File: src/hdl/upd_pkg.sv
package upd_pkg;

   localparam logic [7:0] ChPlus    = 8'h2B;
   localparam logic [7:0] ChPercent = 8'h25;
   localparam logic [7:0] ChSpace   = 8'h20;

   // escape phase codes
   localparam logic [1:0] PhIdle  = 2'd0;
   localparam logic [1:0] PhPct   = 2'd1;
   localparam logic [1:0] PhDigit = 2'd2;

   localparam int MaxBytes = 3;
   localparam int QDepth   = 2;
   localparam int QPtrW    = (QDepth > 1) ? $clog2(QDepth) : 1;
   localparam int QFillW   = $clog2(QDepth + 1);

   // one queue entry: the bytes that one input word produces
   typedef struct packed {
      logic [MaxBytes-1:0][7:0] bytes;
      logic [1:0]               count;
      logic                     last;
   } entry_type;

   typedef struct packed {
      logic empty;
      logic full;
   } q_status_type;

   function automatic logic is_hex(input logic [7:0] b);
      return (b >= 8'h30 && b <= 8'h39) ||
             (b >= 8'h41 && b <= 8'h46) ||
             (b >= 8'h61 && b <= 8'h66);
   endfunction

   function automatic logic [3:0] hex_value(input logic [7:0] b);
      logic [7:0] v;
      if (b <= 8'h39) begin
         v = b - 8'h30;
      end else begin
         v = 8'd10 + ((b | 8'h20) - 8'h61);
      end
      return v[3:0];
   endfunction

endpackage

File: src/hdl/upd_front.sv
module upd_front (
   input  logic                  clock,
   input  logic                  reset,
   input  logic                  in_valid,
   output logic                  in_ready,
   input  logic [7:0]            in_byte,
   input  logic                  in_last,
   input  upd_pkg::q_status_type q_status,
   output logic                  push,
   output upd_pkg::entry_type    push_entry
);

   logic [1:0] phase_ff, phase_in;
   logic [7:0] held_ff, held_in;
   logic       accept;
   logic       b_hex;

   upd_pkg::entry_type ent;

   assign in_ready = !q_status.full;
   assign accept   = in_valid && in_ready;
   assign b_hex    = upd_pkg::is_hex(in_byte);

   always_comb begin
      logic [1:0] n;
      logic       plain;
      ent      = '0;
      n        = 2'd0;
      plain    = 1'b0;
      phase_in = upd_pkg::PhIdle;
      held_in  = held_ff;

      unique case (phase_ff)
         upd_pkg::PhPct: begin
            if (b_hex) begin
               held_in  = in_byte;
               phase_in = upd_pkg::PhDigit;
            end else begin
               ent.bytes[n] = upd_pkg::ChPercent;
               n = n + 2'd1;
               plain = 1'b1;
            end
         end
         upd_pkg::PhDigit: begin
            if (b_hex) begin
               ent.bytes[n] = {upd_pkg::hex_value(held_ff), upd_pkg::hex_value(in_byte)};
               n = n + 2'd1;
            end else begin
               ent.bytes[n] = upd_pkg::ChPercent;
               ent.bytes[n + 2'd1] = held_ff;
               n = n + 2'd2;
               plain = 1'b1;
            end
         end
         default: begin
            plain = 1'b1;
         end
      endcase

      if (plain) begin
         priority if (in_byte == upd_pkg::ChPlus) begin
            ent.bytes[n] = upd_pkg::ChSpace;
            n = n + 2'd1;
         end else if (in_byte == upd_pkg::ChPercent) begin
            phase_in = upd_pkg::PhPct;
         end else begin
            ent.bytes[n] = in_byte;
            n = n + 2'd1;
         end
      end

      if (in_last) begin
         // flush a pending escape
         if (phase_in == upd_pkg::PhPct) begin
            ent.bytes[n] = upd_pkg::ChPercent;
            n = n + 2'd1;
         end else if (phase_in == upd_pkg::PhDigit) begin
            ent.bytes[n] = upd_pkg::ChPercent;
            ent.bytes[n + 2'd1] = held_in;
            n = n + 2'd2;
         end
         phase_in = upd_pkg::PhIdle;
         held_in  = 8'h00;
      end

      ent.count = n;
      ent.last  = in_last;
   end

   assign push       = accept && (ent.count != 2'd0);
   assign push_entry = ent;

   always_ff @(posedge clock) begin
      if (reset) begin
         phase_ff <= upd_pkg::PhIdle;
         held_ff  <= 8'h00;
      end else if (accept) begin
         phase_ff <= phase_in;
         held_ff  <= held_in;
      end
   end

endmodule

File: src/hdl/upd_queue.sv
module upd_queue (
   input  logic                  clock,
   input  logic                  reset,
   input  logic                  push,
   input  upd_pkg::entry_type    push_entry,
   input  logic                  pop,
   output upd_pkg::entry_type    head,
   output upd_pkg::q_status_type q_status
);

   upd_pkg::entry_type mem_ff [upd_pkg::QDepth];

   logic [upd_pkg::QPtrW-1:0]  wr_ptr_ff, rd_ptr_ff;
   logic [upd_pkg::QFillW-1:0] fill_ff;

   assign q_status.empty = (fill_ff == '0);
   assign q_status.full  = (fill_ff == upd_pkg::QFillW'(upd_pkg::QDepth));
   assign head           = mem_ff[rd_ptr_ff];

   function automatic logic [upd_pkg::QPtrW-1:0] next_ptr(input logic [upd_pkg::QPtrW-1:0] p);
      if (p == upd_pkg::QPtrW'(upd_pkg::QDepth - 1)) begin
         return '0;
      end
      return p + 1'b1;
   endfunction

   always_ff @(posedge clock) begin
      if (push) begin
         mem_ff[wr_ptr_ff] <= push_entry;
      end
   end

   always_ff @(posedge clock) begin
      if (reset) begin
         wr_ptr_ff <= '0;
         rd_ptr_ff <= '0;
         fill_ff   <= '0;
      end else begin
         if (push) begin
            wr_ptr_ff <= next_ptr(wr_ptr_ff);
         end
         if (pop) begin
            rd_ptr_ff <= next_ptr(rd_ptr_ff);
         end
         if (push && !pop) begin
            fill_ff <= fill_ff + 1'b1;
         end else if (pop && !push) begin
            fill_ff <= fill_ff - 1'b1;
         end
      end
   end

endmodule

File: src/hdl/upd_back.sv
module upd_back (
   input  logic                  clock,
   input  logic                  reset,
   input  upd_pkg::entry_type    head,
   input  upd_pkg::q_status_type q_status,
   output logic                  pop,
   output logic                  out_valid,
   input  logic                  out_ready,
   output logic [7:0]            out_byte,
   output logic                  out_last
);

   logic       valid_ff, valid_in;
   logic [7:0] byte_ff, byte_in;
   logic       last_ff, last_in;
   logic [1:0] idx_ff, idx_in;
   logic       load;
   logic       final_byte;

   // output register may be refilled when empty or being taken
   assign load       = !valid_ff || out_ready;
   assign final_byte = (idx_ff == head.count - 2'd1);
   assign pop        = load && !q_status.empty && final_byte;

   always_comb begin
      valid_in = valid_ff;
      byte_in  = byte_ff;
      last_in  = last_ff;
      idx_in   = idx_ff;
      if (load) begin
         if (q_status.empty) begin
            valid_in = 1'b0;
         end else begin
            valid_in = 1'b1;
            byte_in  = head.bytes[idx_ff];
            last_in  = head.last && final_byte;
            idx_in   = final_byte ? 2'd0 : idx_ff + 2'd1;
         end
      end
   end

   always_ff @(posedge clock) begin
      if (reset) begin
         valid_ff <= 1'b0;
         idx_ff   <= 2'd0;
      end else begin
         valid_ff <= valid_in;
         idx_ff   <= idx_in;
      end
   end

   always_ff @(posedge clock) begin
      byte_ff <= byte_in;
      last_ff <= last_in;
   end

   assign out_valid = valid_ff;
   assign out_byte  = byte_ff;
   assign out_last  = last_ff;

endmodule

File: src/hdl/url_percent_decoder_top.sv
// url percent decoder: form-style decoding of a byte stream
//
// req channel: one encoded byte per word on req_tdata, req_tlast marks the
// final byte of a string. rsp channel: one decoded byte per word on
// rsp_tdata, rsp_tlast on the final decoded byte of the string.
// '+' becomes a space, '%' with two hex digits becomes one byte, a broken
// escape passes through unchanged.
// path: an accepted byte is written into the queue, then loaded into the
// output register that drives rsp once the output side is free.
// throughput: one input word per cycle unless the queue is full; each input
// word yields 0 to 3 output words, the output register drains one word per
// cycle while rsp_tready is high, so broken escapes (up to 3 words) hold
// input once the two-entry queue between classifier and output is full.
// reset clears the escape state, the queue and the output register.
// when rsp_tready is low the output word holds, the queue fills and then
// req_tready drops.
module url_percent_decoder_top (
   input  logic       clock,
   input  logic       reset,
   input  logic       req_tvalid,
   output logic       req_tready,
   input  logic [7:0] req_tdata,   // [7:0] in_byte
   input  logic       req_tlast,
   output logic       rsp_tvalid,
   input  logic       rsp_tready,
   output logic [7:0] rsp_tdata,   // [7:0] out_byte
   output logic       rsp_tlast
);

   logic                  push;
   logic                  pop;
   upd_pkg::entry_type    push_entry;
   upd_pkg::entry_type    head;
   upd_pkg::q_status_type q_status;

   upd_front u_front (
      .clock      (clock),
      .reset      (reset),
      .in_valid   (req_tvalid),
      .in_ready   (req_tready),
      .in_byte    (req_tdata),
      .in_last    (req_tlast),
      .q_status   (q_status),
      .push       (push),
      .push_entry (push_entry)
   );

   upd_queue u_queue (
      .clock      (clock),
      .reset      (reset),
      .push       (push),
      .push_entry (push_entry),
      .pop        (pop),
      .head       (head),
      .q_status   (q_status)
   );

   upd_back u_back (
      .clock     (clock),
      .reset     (reset),
      .head      (head),
      .q_status  (q_status),
      .pop       (pop),
      .out_valid (rsp_tvalid),
      .out_ready (rsp_tready),
      .out_byte  (rsp_tdata),
      .out_last  (rsp_tlast)
   );

endmodule

File: config.mk
export PLATFORM = sky130hd
export DESIGN_NAME = url_percent_decoder_top
export DESIGN_NICKNAME = d
export VERILOG_FILES = /design/src/hdl/upd_pkg.sv /design/src/hdl/upd_front.sv /design/src/hdl/upd_queue.sv /design/src/hdl/upd_back.sv /design/src/hdl/url_percent_decoder_top.sv
export SDC_FILE = /design/constraint.sdc
export NUM_CORES = 1
export LEC_CHECK = 0
export ABC_AREA = 0
export BUFFER_PORTS_ARGS = -buffer_cell sky130_fd_sc_hd__buf_2
export CAP_MARGIN = 10
export CELL_PAD_IN_SITES_DETAIL_PLACEMENT = 1
export CELL_PAD_IN_SITES_GLOBAL_PLACEMENT = 2
export CORE_MARGIN = 3
export CORE_UTILIZATION = 37
export DETAILED_ROUTE_END_ITERATION = 12
export GPL_ROUTABILITY_DRIVEN = 1
export PLACE_DENSITY = 0.87
export SLEW_MARGIN = 10
export SYNTH_ARGS = -nofsm -noshare
export SYNTH_HDL_FRONTEND = slang
export SYNTH_HIERARCHICAL = 1
export SYNTH_SLANG_ARGS = --single-unit
File: constraint.sdc
create_clock -name clock -period 6.7 [get_ports clock]
set_clock_uncertainty 0.05 [all_clocks]
set_input_delay 1.34 -clock clock [delete_from_list [all_inputs] [get_ports clock]]
set_output_delay 1.34 -clock clock [all_outputs]
set_load 0.01 [all_outputs]
==> reports/qor.txt, run 1 <==
Setup TNS = 0 ns
Crit share post-route = 88.8%
Leakage = 0.00180 uW
Reg power frac = 44.2%
Overflow after GRT = 0
Detail Route Antenna Nets = 0
Antenna diodes = 0
CTS H-Tree Depth = 3
Clock Pin Slew Worst Setup and Hold Paths = 0.06 ns
Min-delay src = u_queue/rd_ptr_ff
Post-DP HPWL = 8910 um
# setup viols final = 0
Unrepaired setup endpoints after global routing = no
Die area = 13500 um2
EDFF count, synth = 63
Maximum root-to-sink buffer count = 2
Average cell area after synthesis = 10.7 um2
Most used cell, CP = ha_1
RR Endpoint = u_queue/fill_ff[1]
Tmin final = 5.95 ns
Max IR drop VDD = 0.000115 V
Top_reg_cell synth = edfxtp_1
Crit path largest cell delay = 0.53 ns
Synth cell types = 61
I/O Pins = 24
Slew Viols, Final = 0
Dpl cell area = 4720 um2
Hold path depth = 2
Chip Width = 116 um
RR Startpoint = u_front/phase_ff[0]
Seq/Total Area, Yosys = 50.1%
Arrival time of the worst setup path = 6.15 ns
Finished Cell Area = 5020 um2
Top-area cell type share of the netlist area = 42.1%
Cell Chain, Critical Path = buf_2 > inv_1 > ha_1 > nor3b_1 > or3_4 > nand2_1 > or3_1 > ha_1 > nand2_1 > o21ai_0 > inv_1 > ha_1 > nor3_1 > or4b_1 > a31oi_1 > ha_1 > or3_1 > a21oi_1
Synth top cells by count = edfxtp_1, nand2_1, nor2_1
Setup WS pre-CTS = 0.396 ns
Max-cap viol count = 0
CTS tree = built
Root Driver = clkbuf_16
CP endpoint kind = flip-flop
Router iterations before antenna repair = 4
Worst-Margin Slew = 0.793 ns
Class of the most critical setup path = primary input to flip-flop
Setup Fix Bufs, Post-CTS = 0
Clock power share = 30.3%
Reg2reg path depth = 16
Setup crit start kind = primary input
Num CTS Buffers = 9
Initial DRC Count = 287
Synth Instances = 420
Internal power = 1130 uW
Final Hold Fails = 0
Chip height = 116 um
First-pass GRT wire length = 19200 um
Core area = 11700 um2
Relative slew slack = 46.9%
Hold-critical path endpoint = u_queue/rd_ptr_ff
Port bufs = 23
# rows = 39
GPL Wtd Cong = 0.966
Yosys reg bits = 81
Most frequent cell after synthesis = edfxtp_1
Vias per std cell = 5.75
Routed WL = 12000 um
Switch share = 29.6%
Via count = 3372
Critical path fanouts, max = 6
Worst-skew pair later-pin latency = 0.34 ns
PD cells = 319 nW/um2
CTS Hold Bufs = 0
Starting Density = 38.5%
Worst Hold Class = flip-flop to flip-flop
Largest net degree at the start of global routing = 28
Clock sinks = 81
DRC = 0
Critical-path top delay cell = nor3b_1
Combinational Power Share = 25.5%
Post_cts resized = 0
Post-Syn Area = 4500 um2
Area leader, netlist = edfxtp_1
Status = finished clean
Vias in the first global route = 3463
Total track usage = 18.7%
Share of cells above drive strength 1 = 17.4%
Synthesized net count = 451
Required @ worst endpoint = 6.90 ns
Initial antenna violation count = 0
WL/cell = 20.5 um
P_sw = 474 uW
Syn-to-layout area delta = 11.6%
FMAX = 168 MHz
Reg2reg setup slack = 2.08 ns
Asr flop ratio synth = 0%
Final WS setup = 0.753 ns
Yosys warns = 6
Nets = 469
Synth area leaders = edfxtp_1, dfxtp_1, mux2_2
-- routing by layer --
metal  vias to the layer above  track usage, %  routed length (um)
li1                       1610               -                   -
met2                        86            31.7                6040
met4                         0            4.10                  96
met5                         -               0                   0
met1                      1665            24.0                5370
met3                        11            5.08                 491
-- per-stage QoR --
step                      instances  hold WS [ns]  util (%)  total power (uW)
after CTS                       586         0.474      43.0              1620
after global placement          570         0.435      40.5              1110
after floorplan                 420         0.400         -              1010
after detailed placement        570         0.455      40.5              1130
final                           586         0.466      43.0              1600
after global routing            586         0.509      43.0              1690
-- worst max-delay path by stage --
| stage | cells after the start | startpoint | slack [ns] | to |
|---|---|---|---|---|
| detailed placement | 19 | req_tdata[0] | 0.40 | u_queue/fill_ff[1] |
| floorplan | 15 | req_tdata[3] | 0.24 | u_queue/mem_ff[0][0] |
| CTS | 19 | req_tdata[0] | 0.76 | u_queue/fill_ff[1] |
| global route | 18 | req_tdata[1] | 0.35 | u_queue/fill_ff[1] |
| global placement | 16 | req_tdata[3] | 0.76 | u_queue/mem_ff[0][10] |
| finish | 18 | req_tdata[1] | 0.75 | u_queue/fill_ff[1] |
-- cell usage in the layout, fill, tap and decap left out, types with 7 or more instances in the layout --
| cell | count |
|---|---|
| o21ai_1 | 10 |
| nor2_1 | 29 |
| mux2_2 | 27 |
| inv_1 | 23 |
| nor3_1 | 10 |
| edfxtp_1 | 63 |
| a21oi_1 | 22 |
| nand2_1 | 29 |
| buf_2 | 23 |
| dfxtp_1 | 18 |
| a31oi_1 | 8 |
| clkbuf_16 | 9 |
| xnor2_1 | 7 |
| or3_1 | 7 |
| o21ai_0 | 14 |
| nand3_1 | 12 |
| a22oi_1 | 10 |
| ha_1 | 18 |
| mux2i_1 | 8 |
-- registers in the layout, summed over array words and instances, names as in the netlist, named ones only --
| register | count |
|---|---|
| u_back/idx_ff | 2 |
| u_back/out_byte | 8 |
| u_back/out_last | 1 |
| u_back/out_valid | 1 |
| u_front/held_ff | 8 |
| u_front/phase_ff | 2 |
| u_queue/fill_ff | 2 |
| u_queue/mem_ff | 54 |
| u_queue/rd_ptr_ff | 1 |
| u_queue/wr_ptr_ff | 1 |
-- power groups by stage --
stage	clock network [uW]	logic, uW	registers, uW
3_3_place_gp	0	397	712
6_report	484	408	707
4_1_cts	494	415	709
2_1_floorplan	0	299	713
3_5_place_dp	0	410	718
5_1_grt	520	457	718
-- logic make-up after synthesis --
family	after synthesis	synth area share (%)
AOI/OAI and AO/OA	100	14.3
xor gates and xnor gates	10	1.95
adders and majority gates	18	5.01
buffers and inverters	44	4.29
DFF	81	50.1
muxes	36	8.88
and+or+nand+nor	131	15.5
-- area by class of cell --
type,count,area [um2]
Tap cell,143,179
Inverter,23,86.3
Clock buffer,11,233
Multi-Input combinational cell,295,2060
Sequential cell,81,2250
Fill cell,1276,6650
Timing Repair Buffer,28,153
Clock inverter,5,55.1
-- critical path, delay by kind of cell --
kind	cells	cell delay [ns]
and+or+nand+nor	8	2.28
adders and majority gates	4	1.21
AOI/OAI and AO/OA	3	0.88
buffers and inverters	3	0.42
Power figures use the tool's default switching activity.
==> inputs of run 2 (changes only) <==
CORE_ASPECT_RATIO = 0.5   (was unset)
CORE_UTILIZATION = 30   (was 37)
PLACE_DENSITY = 0.75   (was 0.87)
==> run 2 against run 1 <==
  * Final cell count grew 8.5%
  * Die area grew 23%
  * Worst setup slack gained 0.10 ns
  * First-iteration DRC count shrank 22%
  * Wire length grew 0.78%
  * Flip-flop and latch count is the same
  * Global-route usage shrank 3.6 points
  * Highest routed layer unchanged
==> reports/qor.txt, run 2 (synthesis gave the netlist of run 1 again) <==
Status = finished clean
# setup viols final = 0
DRC = 0
Setup crit start kind = primary input
Port bufs = 23
Router iterations before antenna repair = 5
Worst-Margin Slew = 0.900 ns
Starting Density = 31.9%
Initial antenna violation count = 0
Vias per std cell = 5.28
Most common cell after layout, fill and taps aside = edfxtp_1
Die area = 16600 um2
Fin util = 36.2%
Required @ worst endpoint = 6.91 ns
Hold path depth = 2
Post_cts resized = 0
Final Hold Fails = 0
Num CTS Buffers = 9
Most used cell, CP = ha_1
Cell Chain, Critical Path = buf_2 > or4b_4 > or3_4 > and2_4 > o21ai_1 > inv_1 > ha_1 > nand2_1 > o21ai_0 > inv_1 > ha_1 > nor3_1 > or4b_1 > a31oi_1 > ha_1 > or3_1 > a21oi_1
Crit path largest cell delay = 0.59 ns
Detail Route Antenna Nets = 0
Leakage = 0.00181 uW
WHS = 0.474 ns
Worst Hold Class = flip-flop to flip-flop
Overflow after GRT = 0
Crit share post-route = 87.2%
Maximum root-to-sink buffer count = 2
# rows = 30
Setup Fix Bufs, Post-CTS = 0
PD cells = 318 nW/um2
Max reg flops = 54
Max-cap viol count = 0
Tmin final = 5.84 ns
Unrepaired setup endpoints after global routing = no
CP endpoint kind = flip-flop
CTS Hold Bufs = 0
Relative slew slack = 39.8%
Nets = 470
Routed WL = 12100 um
Setup TNS = 0 ns
Largest net degree at the start of global routing = 28
I/O Pins = 24
Critical-path top delay cell = or4b_4
Initial DRC Count = 225
Clock sinks = 81
Chip Width = 179 um
FMAX = 171 MHz
Syn-to-layout area delta = 13.4%
Arrival time of the worst setup path = 6.06 ns
CTS H-Tree Depth = 3
CTS tree = built
Vias in the first global route = 3267
Antenna diodes = 0
Largest reg by FF count = u_queue/mem_ff
GPL Wtd Cong = 0.864
Total track usage = 15.1%
Slew Viols, Final = 0
Worst-skew pair later-pin latency = 0.34 ns
Max IR drop VDD = 0.000122 V
Reg2reg path depth = 16
Critical path fanouts, max = 14
Commonest non-fill, non-tap cells in the layout = edfxtp_1, nor2_1, nand2_1, mux2_2
First-pass GRT wire length = 19100 um
WL/cell = 19.0 um
Post-DP HPWL = 8920 um
Via count = 3357
Root Driver = clkbuf_16
Class of the most critical setup path = primary input to flip-flop
Core area = 14100 um2
Share of cells above drive strength 1 = 18.0%
Chip height = 92.6 um
Pwr Total = 1620 uW
Clock Pin Slew Worst Setup and Hold Paths = 0.07 ns
-- run 2: changes by cell type in the layout (fill, tap and decap cells not counted) --
cell / before / now
nor4_1: 6 / 7
clkinv_1: 1 / 0
inv_8: 0 / 1
nor4_2: 1 / 0
buf_4: 5 / 6
clkinvlp_4: 1 / 2
clkbuf_1: 2 / 0
inv_6: 1 / 3
clkinv_2: 1 / 0
-- run 2: critical path: cells and delay by family --
family                   cells  cell delay [ns]
buffers and inverters        3             0.45
adder cells (fa/ha/maj)      3             0.96
AND/OR/NAND/NOR              7             2.16
AO/OA/AOI/OAI                4             1.14
-- run 2: layer usage --
layer / up-vias / share of wire, % / global-route usage [%]
met1: 1659 / 52 / 22.9
met3: 5 / 4.6 / 3.24
li1: 1615 / - / -
met4: 0 / 0.59 / 2.51
met2: 78 / 43 / 22.3
met5: - / 0 / 0
-- run 2: cell type report --
type | count | area [um2]
sequential | 81 | 2250
clock buffer | 9 | 225
fill | 1568 | 8980
multi-input combinational | 295 | 2050
clock inverter | 7 | 82.6
inverter | 23 | 86.3
tap | 192 | 240
timing repair buffer | 29 | 160
-- run 2: worst paths after layout --
| check | from | to | slack (ns) |
|---|---|---|---|
| max reg2reg | u_front/phase_ff[0] | u_queue/fill_ff[1] | 2.12 |
| min | u_front/phase_ff[0] | u_front/phase_ff[0] | 0.47 |
| min reg2reg | u_front/phase_ff[0] | u_front/phase_ff[0] | 0.47 |
| max | req_tdata[3] | u_queue/fill_ff[1] | 0.86 |
-- run 2: power by group --
group | total, uW | switching [uW] | internal [uW]
logic | 408 | 232 | 176
registers | 706 | 45.0 | 661
clock network | 507 | 212 | 295
-- run 2: metrics by stage --
step           instance area (um2)  std cells  setup WS, ns
3_3_place_gp                  4790        620         0.714
6_report                      5100        636         0.855
3_5_place_dp                  4790        620         0.534
4_1_cts                       5100        636         0.871
5_1_grt                       5100        636         0.521
2_1_floorplan                 4500        420         0.239
==> inputs of run 3 (changes only) <==
GPL_ROUTABILITY_DRIVEN = unset   (was 1)
PLACE_DENSITY = 0.74   (was 0.75)
SKIP_CTS_REPAIR_TIMING = 1   (was unset)
SYNTH_HIERARCHICAL = unset   (was 1)
==> run 3 against run 2 <==
  * Total power hardly changed
  * Area after synthesis is 7.7% lower
  * Worst setup slack better by 0.53 ns
  * Worst hold slack worse by 0.00052 ns
  * Sequential share of layout area is 2.8 points higher
  * Register-to-register slack better by 1.0 ns
  * Highest routed layer unchanged
  * Flip-flop and latch count stayed put
==> reports/qor.txt, run 3 <==
Top_reg_cell synth = edfxtp_1
Commonest non-fill, non-tap cells in the layout = edfxtp_1, nor2_1, inv_1, a21oi_1, buf_2
Routed wl met3 = 536 um
Router iterations before antenna repair = 4
Class of the most critical setup path = primary input to flip-flop
Average cell area after synthesis = 11.3 um2
I/O Pins = 24
Critical path fanouts, max = 14
Syn-to-layout area delta = 15.6%
Internal power = 1170 uW
Required @ worst endpoint = 6.92 ns
Setup crit start kind = primary input
Combinational Power Share = 22.2%
Synth top cells by count = edfxtp_1, nor2_1, inv_1
Most frequent cell after synthesis = edfxtp_1
Worst Hold Class = flip-flop to flip-flop
Clock Pin Slew Worst Setup and Hold Paths = 0.06 ns
Initial DRC Count = 174
CTS H-Tree Depth = 3
Yosys reg bits = 81
Vias in the first global route = 2977
Initial antenna violation count = 0
Crit share post-route = 79.3%
Max reg flops = 54
Core area = 13100 um2
Setup WS pre-CTS = 1.10 ns
Chip height = 89.2 um
Tmin final = 5.31 ns
Synth Instances = 369
Nets = 418
Vias per std cell = 5.00
Largest family of logic cells by synthesized area = compound AO/OA/AOI/OAI gates
Arrival time of the worst setup path = 5.53 ns
RR Endpoint = u_queue.fill_ff[1]
Reg power frac = 42.7%
WL/cell = 18.4 um
Largest net degree at the start of global routing = 28
Die area = 15400 um2
Share of cells above drive strength 1 = 15.9%
Reg2reg path depth = 15
Top-area cell type share of the netlist area = 45.6%
CTS tree = built
Slew Viols, Final = 0
PD cells = 338 nW/um2
Num CTS Buffers = 9
Final WS setup = 1.39 ns
Worst Setup SP = req_tdata[0]
Met2 routed WL = 4510 um
Detail Route Antenna Nets = 0
WL met1 = 5560 um
# rows = 29
Seq/Total Area, Yosys = 54.2%
Min-delay src = u_back.out_valid
Total track usage = 14.8%
Leakage = 0.00173 uW
Post-Syn Area = 4150 um2
Status = finished clean
Synth area leaders = edfxtp_1, dfxtp_1, ha_1
DR top layer = met4
Simple logic cell fraction of the synthesized area = 12.7%
Synth cell types = 59
Most common cell after layout, fill and taps aside = edfxtp_1
Largest reg by FF count = u_queue.mem_ff
Pwr Total = 1620 uW
Max-cap viol count = 0
Mux contribution to synthesized area = 7.53%
Chip Width = 172 um
Maximum root-to-sink buffer count = 2
Adder-cell share of the synthesized area = 4.52%
CP endpoint kind = flip-flop
Worst-skew pair later-pin latency = 0.34 ns
Asr flop ratio synth = 0%
EDFF count, synth = 63
Yosys warns = 0
Overflow after GRT = 0
Max IR drop VDD = 0.000190 V
XOR/XNOR Fraction of Synth Area = 1.90%
Switch share = 27.7%
Root Driver = clkbuf_16
GPL Wtd Cong = 0.875
Relative slew slack = 52.6%
First-pass GRT wire length = 17100 um
RR Startpoint = u_front.phase_ff[1]
Port bufs = 23
Post-DP HPWL = 7790 um
FMAX = 188 MHz
P_sw = 450 uW
Routed WL = 10700 um
Via count = 2906
Area leader, netlist = edfxtp_1
# setup viols final = 0
Clock sinks = 81
Starting Density = 31.7%
Compound-Gate Fraction of Synth Area = 14.6%
Hold-critical path endpoint = u_back.out_valid
Worst-Margin Slew = 0.706 ns
Antenna diodes = 0
Hold path depth = 2
Reg2reg setup slack = 3.16 ns
Synthesized net count = 397
DRC = 0
Clock power share = 35.1%
Unrepaired setup endpoints after global routing = no
Final Hold Fails = 0
Setup TNS = 0 ns
run 3: changes by cell type after synthesis, moves of 6 or more:
| cell | previous run | this run |
|---|---|---|
| or3_1 | 7 | 1 |
| nor3_1 | 10 | 2 |
| nand3_1 | 12 | 6 |
| nand2_1 | 29 | 21 |
| o21ai_1 | 10 | 2 |
| mux2_2 | 27 | 1 |
| mux4_2 | 0 | 8 |
| nor2_1 | 29 | 37 |
| nor4_1 | 7 | 0 |
| inv_1 | 23 | 30 |
run 3: how the worst max path moves through the flow:
stage	to	slack, ns
after floorplan	u_queue.mem_ff[1][0]	1.26
after global placement	u_queue.fill_ff[1]	1.23
after detailed placement	u_queue.fill_ff[1]	1.10
after CTS	u_queue.fill_ff[1]	1.44
after global routing	u_queue.fill_ff[1]	1.15
final	u_queue.fill_ff[1]	1.39
run 3: kinds of logic after synthesis:
kind of cell | Yosys count
buffers and inverters | 46
DFF | 81
and+or+nand+nor | 104
muxes | 21
adders and majority gates | 15
xor gates and xnor gates | 9
AOI/OAI and AO/OA | 93
run 3: per-layer routing:
layer / up-vias / GRT usage (%)
li1: 1408 / -
met1: 1431 / 21.8
met2: 60 / 21.8
met3: 7 / 3.14
met4: 0 / 4.49
met5: - / 0
run 3: critical path, cell delays in order:
cell       delay, ns
buf_2           0.20
inv_1           0.12
ha_1            0.21
a2111oi_1       0.61
o21a_2          0.38
and2_1          0.23
a21oi_1         0.11
ha_1            0.39
nand2_1         0.07
or4_1           0.55
o211a_2         0.23
o21ai_4         0.18
inv_1           0.07
ha_1            0.33
or3_1           0.35
a21oi_1         0.15
run 3: layout make-up:
type                       count  area [um2]
clock inverter                 6         115
multi-input combinational    242        1720
timing repair buffer          26         138
inverter                      30         113
tap                          186         233
sequential                    81        2250
fill                        1459        8300
clock buffer                  10         229
run 3: metrics by stage:
step                area (um2)  hold WS [ns]  instances  utilization (%)
floorplan                 4150         0.422        369                -
global placement          4450         0.435        565             34.0
detailed placement        4450         0.460        565             34.0
CTS                       4800         0.472        581             36.6
global route              4800         0.520        581             36.6
finish                    4800         0.473        581             36.6
run 3: power groups by stage:
stage	logic [uW]	clock network [uW]	registers, uW
after CTS	368	583	694
final	360	569	693
after global placement	361	0	701
after floorplan	249	0	704
after detailed placement	366	0	705
after global routing	403	606	702
